## src/sv/cpu_signature_rule_matcher_defines.svh

```systemverilog
// Assertion macros for the signature rule matcher top module.
// No dependencies; the asserting file includes this header by name.
// Synthesis builds see empty bodies.
`ifndef CPU_SIGNATURE_RULE_MATCHER_DEFINES_SVH
`define CPU_SIGNATURE_RULE_MATCHER_DEFINES_SVH

`ifndef SYNTHESIS
`define CSRM_ASSERT(name, prop, msg) \
    name: assert property (@(posedge clk) disable iff (!rst_n) prop) else $error(msg);
`define CSRM_ASSERT_ALWAYS(name, prop, msg) \
    name: assert property (@(posedge clk) prop) else $error(msg);
`else
`define CSRM_ASSERT(name, prop, msg)
`define CSRM_ASSERT_ALWAYS(name, prop, msg)
`endif

`endif

```

## src/sv/csrm_pkg.sv

```systemverilog
// Shared types, codes and constants of the signature rule matcher.
// No dependencies; used by every module of the block.
package csrm_pkg;

    localparam int MAX_RULES_DEF = 16;

    localparam logic [95:0] VENDOR_FIRST  = 96'h6c65746e_49656e69_756e6547;
    localparam logic [95:0] VENDOR_SECOND = 96'h444d4163_69746e65_68747541;
    localparam logic [3:0]  FAMILY_EXT_TRIGGER = 4'hf;

    localparam logic [1:0] CMD_ADD      = 2'd0;
    localparam logic [1:0] CMD_CATCHALL = 2'd1;
    localparam logic [1:0] CMD_LOOKUP   = 2'd2;

    localparam logic [1:0] ST_STORED    = 2'd0;
    localparam logic [1:0] ST_FULL      = 2'd1;
    localparam logic [1:0] ST_DUPLICATE = 2'd2;
    localparam logic [1:0] ST_LOOKUP    = 2'd3;

    localparam logic [1:0] ACT_NONE     = 2'd0;
    localparam logic [1:0] ACT_HANDLER  = 2'd1;
    localparam logic [1:0] ACT_SKIP     = 2'd2;
    localparam logic [1:0] ACT_CATCHALL = 2'd3;

    typedef struct packed {
        logic [95:0] vendor;
        logic [8:0]  family_low;
        logic [8:0]  family_high;
        logic [7:0]  model_low;
        logic [7:0]  model_high;
        logic [3:0]  stepping_low;
        logic [3:0]  stepping_high;
        logic        has_handler;
    } rule_t;

    typedef struct packed {
        logic [95:0] vendor;
        logic [8:0]  family;
        logic [7:0]  model;
        logic [3:0]  stepping;
    } key_t;

    typedef enum logic [1:0] {
        S_IDLE = 2'b01,
        S_SCAN = 2'b10
    } state_t;

endpackage

```

## src/sv/csrm_decode.sv

```systemverilog
// Decodes the vendor words and the signature word into a lookup key.
// Depends on csrm_pkg.
module csrm_decode
    import csrm_pkg::*;
(
    input  logic [31:0] vendor_word_b,
    input  logic [31:0] vendor_word_d,
    input  logic [31:0] vendor_word_c,
    input  logic [31:0] signature_word,
    output key_t        key
);

    logic [95:0] vendor;
    logic        use_ext;

    assign vendor = {vendor_word_c, vendor_word_d, vendor_word_b};

    // The first vendor always uses the extended fields, the second only
    // when the base family is at its maximum.
    assign use_ext = (vendor == VENDOR_FIRST) ||
                     ((vendor == VENDOR_SECOND) && (signature_word[11:8] == FAMILY_EXT_TRIGGER));

    always_comb
    begin
        key.vendor   = vendor;
        key.stepping = signature_word[3:0];
        if (use_ext)
        begin
            key.family = {5'd0, signature_word[11:8]} + {1'b0, signature_word[27:20]};
            key.model  = {signature_word[19:16], signature_word[7:4]};
        end
        else
        begin
            key.family = {5'd0, signature_word[11:8]};
            key.model  = {4'd0, signature_word[7:4]};
        end
    end

endmodule

```

## src/sv/csrm_match.sv

```systemverilog
// Compares one stored rule against a lookup key.
// Depends on csrm_pkg.
module csrm_match
    import csrm_pkg::*;
(
    input  rule_t rule,
    input  key_t  key,
    output logic  hit
);

    logic vendor_eq;
    logic family_ok;
    logic model_ok;
    logic stepping_ok;

    assign vendor_eq   = (rule.vendor == key.vendor);
    assign family_ok   = (key.family >= rule.family_low) && (key.family <= rule.family_high);
    assign model_ok    = (key.model >= rule.model_low) && (key.model <= rule.model_high);
    assign stepping_ok = (key.stepping >= rule.stepping_low) &&
                         (key.stepping <= rule.stepping_high);
    assign hit = vendor_eq && family_ok && model_ok && stepping_ok;

endmodule

```

## src/sv/csrm_rule_mem.sv

```systemverilog
// Rule table storage: one write port and one read port with registered data.
// Depends on csrm_pkg.
module csrm_rule_mem
    import csrm_pkg::*;
#(
    parameter int DEPTH = MAX_RULES_DEF,
    parameter int AW    = 4
)
(
    input  logic          clk,
    input  logic          wr_en,
    input  logic [AW-1:0] wr_addr,
    input  rule_t         wr_data,
    input  logic          rd_en,
    input  logic [AW-1:0] rd_addr,
    output rule_t         rd_data
);

    rule_t mem_reg [DEPTH];
    rule_t rd_data_reg;

    always_ff @(posedge clk)
    begin
        if (wr_en)
        begin
            mem_reg[wr_addr] <= wr_data;
        end
    end

    always_ff @(posedge clk)
    begin
        if (rd_en)
        begin
            rd_data_reg <= mem_reg[rd_addr];
        end
    end

    assign rd_data = rd_data_reg;

endmodule

```

## src/sv/cpu_signature_rule_matcher.sv

```systemverilog
// Processor signature rule matcher.
// Command channel: cmd_valid/cmd_stall with command, vendor words, signature
// and rule fields. Result channel: res_valid/res_stall with status, action,
// rule_index and the decoded family, model and stepping.
// An add or catch-all word has its result in the output register in the
// cycle after acceptance. A lookup fetches rule zero at acceptance, then the
// scan compares the stored rules in order until the first hit or until the
// last one misses, and registers the result once the output is free. The scan
// compares one rule per cycle, set by the single read port of the rule memory.
// A lookup with an empty table is loaded like an add, with no scan.
// Command 3 is accepted and produces no result.
// A new command word is accepted once the previous one is finished, and also
// while its result still waits in the output register, provided the receiver
// takes it in the same cycle.
// While the receiver stalls, the result holds and a finished scan waits with it.
// Reset empties the table and clears the catch-all; the rule memory itself
// is not cleared, since only entries below the rule count are ever read.
// Depends on csrm_pkg, csrm_decode, csrm_match, csrm_rule_mem and the
// defines header.
`include "cpu_signature_rule_matcher_defines.svh"

module cpu_signature_rule_matcher
    import csrm_pkg::*;
#(
    parameter int MAX_RULES = MAX_RULES_DEF
)
(
    input  logic        clk,
    input  logic        rst_n,
    input  logic        cmd_valid,
    output logic        cmd_stall,
    input  logic [1:0]  command,
    input  logic [31:0] vendor_word_b,
    input  logic [31:0] vendor_word_d,
    input  logic [31:0] vendor_word_c,
    input  logic [31:0] signature_word,
    input  logic [8:0]  family_low,
    input  logic [8:0]  family_high,
    input  logic [7:0]  model_low,
    input  logic [7:0]  model_high,
    input  logic [3:0]  stepping_low,
    input  logic [3:0]  stepping_high,
    input  logic        has_handler,
    output logic        res_valid,
    input  logic        res_stall,
    output logic [1:0]  status,
    output logic [1:0]  action,
    output logic [3:0]  rule_index,
    output logic [8:0]  decoded_family,
    output logic [7:0]  decoded_model,
    output logic [3:0]  decoded_stepping
);

    localparam int IDXW = (MAX_RULES > 1) ? $clog2(MAX_RULES) : 1;
    localparam int CNTW = $clog2(MAX_RULES + 1);

    state_t          state_reg, state_next;
    logic [CNTW-1:0] rule_count_reg, rule_count_next;
    logic            catchall_set_reg, catchall_set_next;
    logic            catchall_handler_reg, catchall_handler_next;
    logic            res_valid_reg, res_valid_next;

    logic [IDXW-1:0] cmp_reg, cmp_next;
    key_t            key_reg, key_next;
    logic [1:0]      status_reg, status_next;
    logic [1:0]      action_reg, action_next;
    logic [3:0]      rule_index_reg, rule_index_next;
    logic [8:0]      family_reg, family_next;
    logic [7:0]      model_reg, model_next;
    logic [3:0]      stepping_reg, stepping_next;

    key_t            key_in;
    rule_t           wr_rule;
    rule_t           rd_rule;
    logic            wr_en;
    logic            rd_en;
    logic [IDXW-1:0] rd_addr;
    logic            hit;
    logic            accept;
    logic            out_free;
    logic            res_load;
    logic            table_full;
    logic [IDXW:0]   cmp_plus;
    logic [IDXW:0]   count_ext;
    logic [IDXW+3:0] cmp_wide;

    csrm_decode u_decode (
        .vendor_word_b  (vendor_word_b),
        .vendor_word_d  (vendor_word_d),
        .vendor_word_c  (vendor_word_c),
        .signature_word (signature_word),
        .key            (key_in)
    );

    csrm_rule_mem #(
        .DEPTH (MAX_RULES),
        .AW    (IDXW)
    ) u_rule_mem (
        .clk     (clk),
        .wr_en   (wr_en),
        .wr_addr (rule_count_reg[IDXW-1:0]),
        .wr_data (wr_rule),
        .rd_en   (rd_en),
        .rd_addr (rd_addr),
        .rd_data (rd_rule)
    );

    csrm_match u_match (
        .rule (rd_rule),
        .key  (key_reg),
        .hit  (hit)
    );

    assign wr_rule.vendor        = {vendor_word_c, vendor_word_d, vendor_word_b};
    assign wr_rule.family_low    = family_low;
    assign wr_rule.family_high   = family_high;
    assign wr_rule.model_low     = model_low;
    assign wr_rule.model_high    = model_high;
    assign wr_rule.stepping_low  = stepping_low;
    assign wr_rule.stepping_high = stepping_high;
    assign wr_rule.has_handler   = has_handler;

    assign out_free   = !res_valid_reg || !res_stall;
    assign cmd_stall  = !((state_reg == S_IDLE) && out_free);
    assign accept     = cmd_valid && !cmd_stall;
    assign table_full = (rule_count_reg == CNTW'(MAX_RULES));
    assign cmp_plus   = {1'b0, cmp_reg} + (IDXW + 1)'(1);
    assign count_ext  = (IDXW + 1)'(rule_count_reg);
    assign cmp_wide   = {4'd0, cmp_reg};

    always_comb
    begin
        state_next            = state_reg;
        rule_count_next       = rule_count_reg;
        catchall_set_next     = catchall_set_reg;
        catchall_handler_next = catchall_handler_reg;
        cmp_next              = cmp_reg;
        key_next              = key_reg;
        status_next           = status_reg;
        action_next           = action_reg;
        rule_index_next       = rule_index_reg;
        family_next           = family_reg;
        model_next            = model_reg;
        stepping_next         = stepping_reg;
        wr_en                 = 1'b0;
        rd_en                 = 1'b0;
        rd_addr               = '0;
        res_load              = 1'b0;

        case (state_reg)
            S_IDLE:
            begin
                if (accept)
                begin
                    status_next     = ST_STORED;
                    action_next     = ACT_NONE;
                    rule_index_next = 4'd0;
                    family_next     = 9'd0;
                    model_next      = 8'd0;
                    stepping_next   = 4'd0;
                    case (command)
                        CMD_ADD:
                        begin
                            res_load = 1'b1;
                            if (table_full)
                            begin
                                status_next = ST_FULL;
                            end
                            else
                            begin
                                wr_en           = 1'b1;
                                rule_count_next = rule_count_reg + CNTW'(1);
                            end
                        end
                        CMD_CATCHALL:
                        begin
                            res_load = 1'b1;
                            if (catchall_set_reg)
                            begin
                                status_next = ST_DUPLICATE;
                            end
                            else
                            begin
                                catchall_set_next     = 1'b1;
                                catchall_handler_next = has_handler;
                            end
                        end
                        CMD_LOOKUP:
                        begin
                            key_next      = key_in;
                            status_next   = ST_LOOKUP;
                            family_next   = key_in.family;
                            model_next    = key_in.model;
                            stepping_next = key_in.stepping;
                            if (rule_count_reg == '0)
                            begin
                                res_load = 1'b1;
                                if (catchall_set_reg && catchall_handler_reg)
                                begin
                                    action_next = ACT_CATCHALL;
                                end
                            end
                            else
                            begin
                                // Fetch rule zero now so the scan compares from the next cycle.
                                rd_en      = 1'b1;
                                rd_addr    = '0;
                                cmp_next   = '0;
                                state_next = S_SCAN;
                            end
                        end
                        default:
                        begin
                        end
                    endcase
                end
            end
            S_SCAN:
            begin
                if (hit || (cmp_plus == count_ext))
                begin
                    // The memory read data holds while the result waits for room.
                    if (out_free)
                    begin
                        res_load        = 1'b1;
                        state_next      = S_IDLE;
                        status_next     = ST_LOOKUP;
                        action_next     = ACT_NONE;
                        rule_index_next = 4'd0;
                        family_next     = key_reg.family;
                        model_next      = key_reg.model;
                        stepping_next   = key_reg.stepping;
                        if (hit)
                        begin
                            action_next     = rd_rule.has_handler ? ACT_HANDLER : ACT_SKIP;
                            rule_index_next = cmp_wide[3:0];
                        end
                        else if (catchall_set_reg && catchall_handler_reg)
                        begin
                            action_next = ACT_CATCHALL;
                        end
                    end
                end
                else
                begin
                    rd_en    = 1'b1;
                    rd_addr  = cmp_plus[IDXW-1:0];
                    cmp_next = cmp_plus[IDXW-1:0];
                end
            end
            default:
            begin
                state_next = S_IDLE;
            end
        endcase

        if (res_load)
        begin
            res_valid_next = 1'b1;
        end
        else
        begin
            res_valid_next = res_valid_reg && res_stall;
        end
    end

    always_ff @(posedge clk or negedge rst_n)
    begin
        if (!rst_n)
        begin
            state_reg            <= S_IDLE;
            rule_count_reg       <= '0;
            catchall_set_reg     <= 1'b0;
            catchall_handler_reg <= 1'b0;
            res_valid_reg        <= 1'b0;
        end
        else
        begin
            state_reg            <= state_next;
            rule_count_reg       <= rule_count_next;
            catchall_set_reg     <= catchall_set_next;
            catchall_handler_reg <= catchall_handler_next;
            res_valid_reg        <= res_valid_next;
        end
    end

    always_ff @(posedge clk)
    begin
        cmp_reg <= cmp_next;
        key_reg <= key_next;
        if (res_load)
        begin
            status_reg     <= status_next;
            action_reg     <= action_next;
            rule_index_reg <= rule_index_next;
            family_reg     <= family_next;
            model_reg      <= model_next;
            stepping_reg   <= stepping_next;
        end
    end

    assign res_valid        = res_valid_reg;
    assign status           = status_reg;
    assign action           = action_reg;
    assign rule_index       = rule_index_reg;
    assign decoded_family   = family_reg;
    assign decoded_model    = model_reg;
    assign decoded_stepping = stepping_reg;

    `CSRM_ASSERT(a_count_in_range, rule_count_reg <= CNTW'(MAX_RULES), "rule count beyond table size")
    `CSRM_ASSERT(a_scan_below_count, (state_reg == S_SCAN) |-> (cmp_plus <= count_ext), "scan index beyond rule count")
    `CSRM_ASSERT(a_write_has_room, wr_en |-> ((state_reg == S_IDLE) && !table_full), "rule written into a full table")
    `CSRM_ASSERT(a_catchall_sticky, catchall_set_reg |=> catchall_set_reg, "catch-all flag cleared outside reset")
    `CSRM_ASSERT_ALWAYS(a_reset_no_result, !rst_n |=> !res_valid, "result valid during reset")

endmodule

```

## config.mk

```make
export PLATFORM = sky130hd
export DESIGN_NAME = cpu_signature_rule_matcher
export DESIGN_NICKNAME = d
export VERILOG_FILES = /design/src/sv/csrm_pkg.sv /design/src/sv/csrm_decode.sv /design/src/sv/csrm_match.sv /design/src/sv/csrm_rule_mem.sv /design/src/sv/cpu_signature_rule_matcher.sv
export VERILOG_INCLUDE_DIRS = /design/src /design/src/sv
export SDC_FILE = /design/constraint.sdc
export NUM_CORES = 2
export LEC_CHECK = 0
export BUFFER_PORTS_ARGS = -buffer_cell sky130_fd_sc_hd__buf_2
export CORE_ASPECT_RATIO = 0.5
export CORE_MARGIN = 2
export CORE_UTILIZATION = 55
export DETAILED_ROUTE_END_ITERATION = 16
export GPL_TIMING_DRIVEN = 0
export HOLD_SLACK_MARGIN = 0.05
export PLACE_DENSITY = 0.71
export RECOVER_POWER = 50
export SYNTH_ARGS = -nofsm -noshare
export SYNTH_HDL_FRONTEND = slang
export SYNTH_SLANG_ARGS = --single-unit
export TNS_END_PERCENT = 30
```

## constraint.sdc

```tcl
create_clock -name clk -period 17.8 [get_ports clk]
set_clock_uncertainty 0.1 [all_clocks]
set_input_delay 3.56 -clock clk [delete_from_list [all_inputs] [get_ports clk]]
set_output_delay 3.56 -clock clk [all_outputs]
set_load 0.05 [all_outputs]
```

==> reports/results.tsv <==
metric	value	unit
worst_pin_slew	2.17	ns
grt_util_met1	38.9	%
first_global_vias	55400	
final_nets	6363	
cp_max_fo	30	
critical_path_buf_inv_count	5	
hp-start	catchall_set_reg	
reg2reg_to	decoded_family[6]	
rr_startpoint	key_reg[115]	
cp_common_cell	clkbuf_1	
status	complete, but fails checks	
dieArea	180000	um^2
startpoint_type	input pin	
swShare	24.1	%
grt_remaining_overflow	0	
drcViolationCount	0	
cap_violations	5	
pwr-share-seq	53.8	%
layout-drive-gt1-share	9.99	%
synth_edf_count	2513	
critical_path.startpoint	command[1]	
maxClockFrequency	112	MHz
fill_cells	12300	
async_flop_share	0.396	%
ctsLongestPathBuffers	4	
drtIter0Drc	8848	
clock_sinks	2523	
power_frac_clock	36.3	%
use_met2	45.0	%
holdCritPathClass	reg -> reg	
clock_latency	0.88	ns
r2r_cells	9	
stdcell_count	8712	
via_per_inst	6.54	
max-slew-margin-rel	-45.0	%
path_clk_slew	0.07	ns
p_sw	3.05	mW
fin_crit_sh	50.1	%
synth_ff_type	edfxtp_1	
cp_cell_sequence	clkbuf_1, nand2b_1, nor2_1, clkbuf_1, clkbuf_1, clkbuf_1, buf_16	
h-tree-depth	4	
syn_area_per_cell	17.2	um^2
vias	57000	
worst_path_max_delay_cell	clkbuf_1	
grt_setup_unrepaired	false	
min_period	8.92	ns
synth_nets	5880	
finalMaxSlewViolations	106	
antenna_found_initial	23	
syn-cell-area	97300	um^2
numCtsBuffers	215	
hold_viol	0	
ant_nets	0	
final-setup-viol-count	0	
rows	109	
synth_seq_cells	2523	
critPathKind	in -> reg	
syn-instance-count	5649	
end_kind	register	
power.density	116	nW/um^2
drt-pass1-iter-count	10	
post_drt_wl_per_cell	29.9	um
dp_cells	8300	
peakVddDrop	0.0783	mV
start_util	55.2	%
grt_pass1_wl	371	mm
gr-usage-met3	6.22	%
dpl.hpwl	172	mm
cpPeakStageDelay	1.48	ns
post_cts_buffers	0	
min_path_cells	1	
cellInternalPower	9.60	mW
die-width	599	um
finalWirelength	260	mm
ios	208	
whs_endpoint	catchall_set_reg	
final_cell_mix	2513 x edfxtp_1, 569 x o21ai_0, 482 x clkbuf_1	
p_leak	36.2	nW
die_h	301	um
synth_cell_types	64	
synth.largest_area_cell	edfxtp_1	
rrSetupSlack	11.24	ns
syn_to_final_growth	12.3	%
crit_cells	7	
grt.busiest_layer	met2	
fin_hold_ws	0.409	ns
grt_max_degree	61	
p_comb_share	9.9	%
core	176000	um^2
yosysSeqAreaShare	77.8	%
cts_root_buf	clkbuf_16	
yosys_warnings	0	
placement.io_buffers	199	
crit_required	18.24	ns
violations	capacitance limit, slew limit	
grtUsageTotal	28.5	%
largest_register_ffs	2224	
arrival	9.36	ns
cts_resized	0	
path_delay_family	buffers and inverters	
gp_congestion	0.925	
cts_hold_buf	0	
synthTopCellsByArea	edfxtp_1 78%, mux4_2 3.2%, o21ai_0 2.9%	
netlist.area_leader.share	77.6	%
final_common_cell	edfxtp_1	
cts_tree	yes	
## cell type report
cell class	instances	area, um^2	share of cell area, %
multi-input cells	2711	20000	18.3
well taps	2386	2990	2.73
repair buffers	266	2100	1.92
clock buffers	263	5650	5.18
inverters	55	206	0.189
clock inverters	128	1070	0.980
flip-flops and latches	2523	75700	69.3
plain buffers	360	1480	1.35
diodes	20	50.0	0.0458
## cell families (layout without fill, tap and decap cells)
kind of cell	count (synthesis)	count (layout)	synth area share (%)
multiplexers	425	425	6.18
XOR/XNOR	111	111	0.999
other	0	20	0
adder cells (fa/ha/maj)	54	54	0.702
AND/OR/NAND/NOR	505	505	2.48
buffers and inverters	415	1072	1.71
AO/OA/AOI/OAI	1616	1616	10.1
flip-flops	2523	2523	77.8
## worst reg2reg max path, stage by stage, from the launching register on
cell and delay [ns]:
edfxtp_1 0.39, xor2_1 0.28, or4_1 0.65, or4_1 0.50, nor4_1 1.08, and4b_1 0.49, a31oi_1 0.29, or4_1 0.55
a21oi_1 1.65, buf_16 0.25
## worst max path at each step
stage,to,slack (ns)
6_report,key_reg[67],8.88
5_1_grt,key_reg[62],8.71
4_1_cts,cmd_stall,10.07
3_5_place_dp,decoded_family[8],9.92
3_3_place_gp,u_rule_mem.rd_data[106],-10.71
2_1_floorplan,u_rule_mem.rd_data[0],0.17
## routing by layer
layer	share of wire, %	wire length, um	up-vias
met1	37	97300	28900
met4	4.0	10400	6
met5	0.017	45	-
li1	-	-	23700
met3	11	29900	588
met2	47	123000	3810
## synthesized netlist by cell type (all sizes together) (10+ instances only)
library cell and number:
nand2 306, buf 65, nor4b 14, and3 12, xor2 88, inv 54
a22oi 278, xnor2 23, nand4 19, ha 53, nor4 40, o22ai 139
nand3 15, edfxtp 2513, nor2 31, a21oi 434, o21ai 581, and2 14
mux4 140, a22o 18, clkbuf 295, mux2i 280, nor3 10, a221o 138
## power groups by stage
stage	sequential [mW]	clock (mW)	combinational, mW
finish	6.80	4.59	1.26
global route	6.81	4.83	1.31
CTS	6.80	4.60	1.24
detailed placement	6.93	0	1.23
global placement	7.00	0	1.14
floorplan	6.99	0	0.611
## stage by stage
| step | util (%) | area, um^2 | setup TNS, ns | total power, mW | setup slack, ns |
|---|---|---|---|---|---|
| 6_report | 62.0 | 109000 | 0 | 12.7 | 8.88 |
| 3_3_place_gp | 57.5 | 101000 | -2114.33 | 8.14 | -10.71 |
| 3_5_place_dp | 58.3 | 103000 | 0 | 8.16 | 9.92 |
| 5_1_grt | 62.0 | 109000 | 0 | 13.0 | 8.71 |
| 2_1_floorplan | - | 97300 | 0 | 7.60 | 0.170 |
| 4_1_cts | 62.2 | 110000 | 0 | 12.6 | 10.07 |
Note: power is estimated with default switching activity, not from simulation.
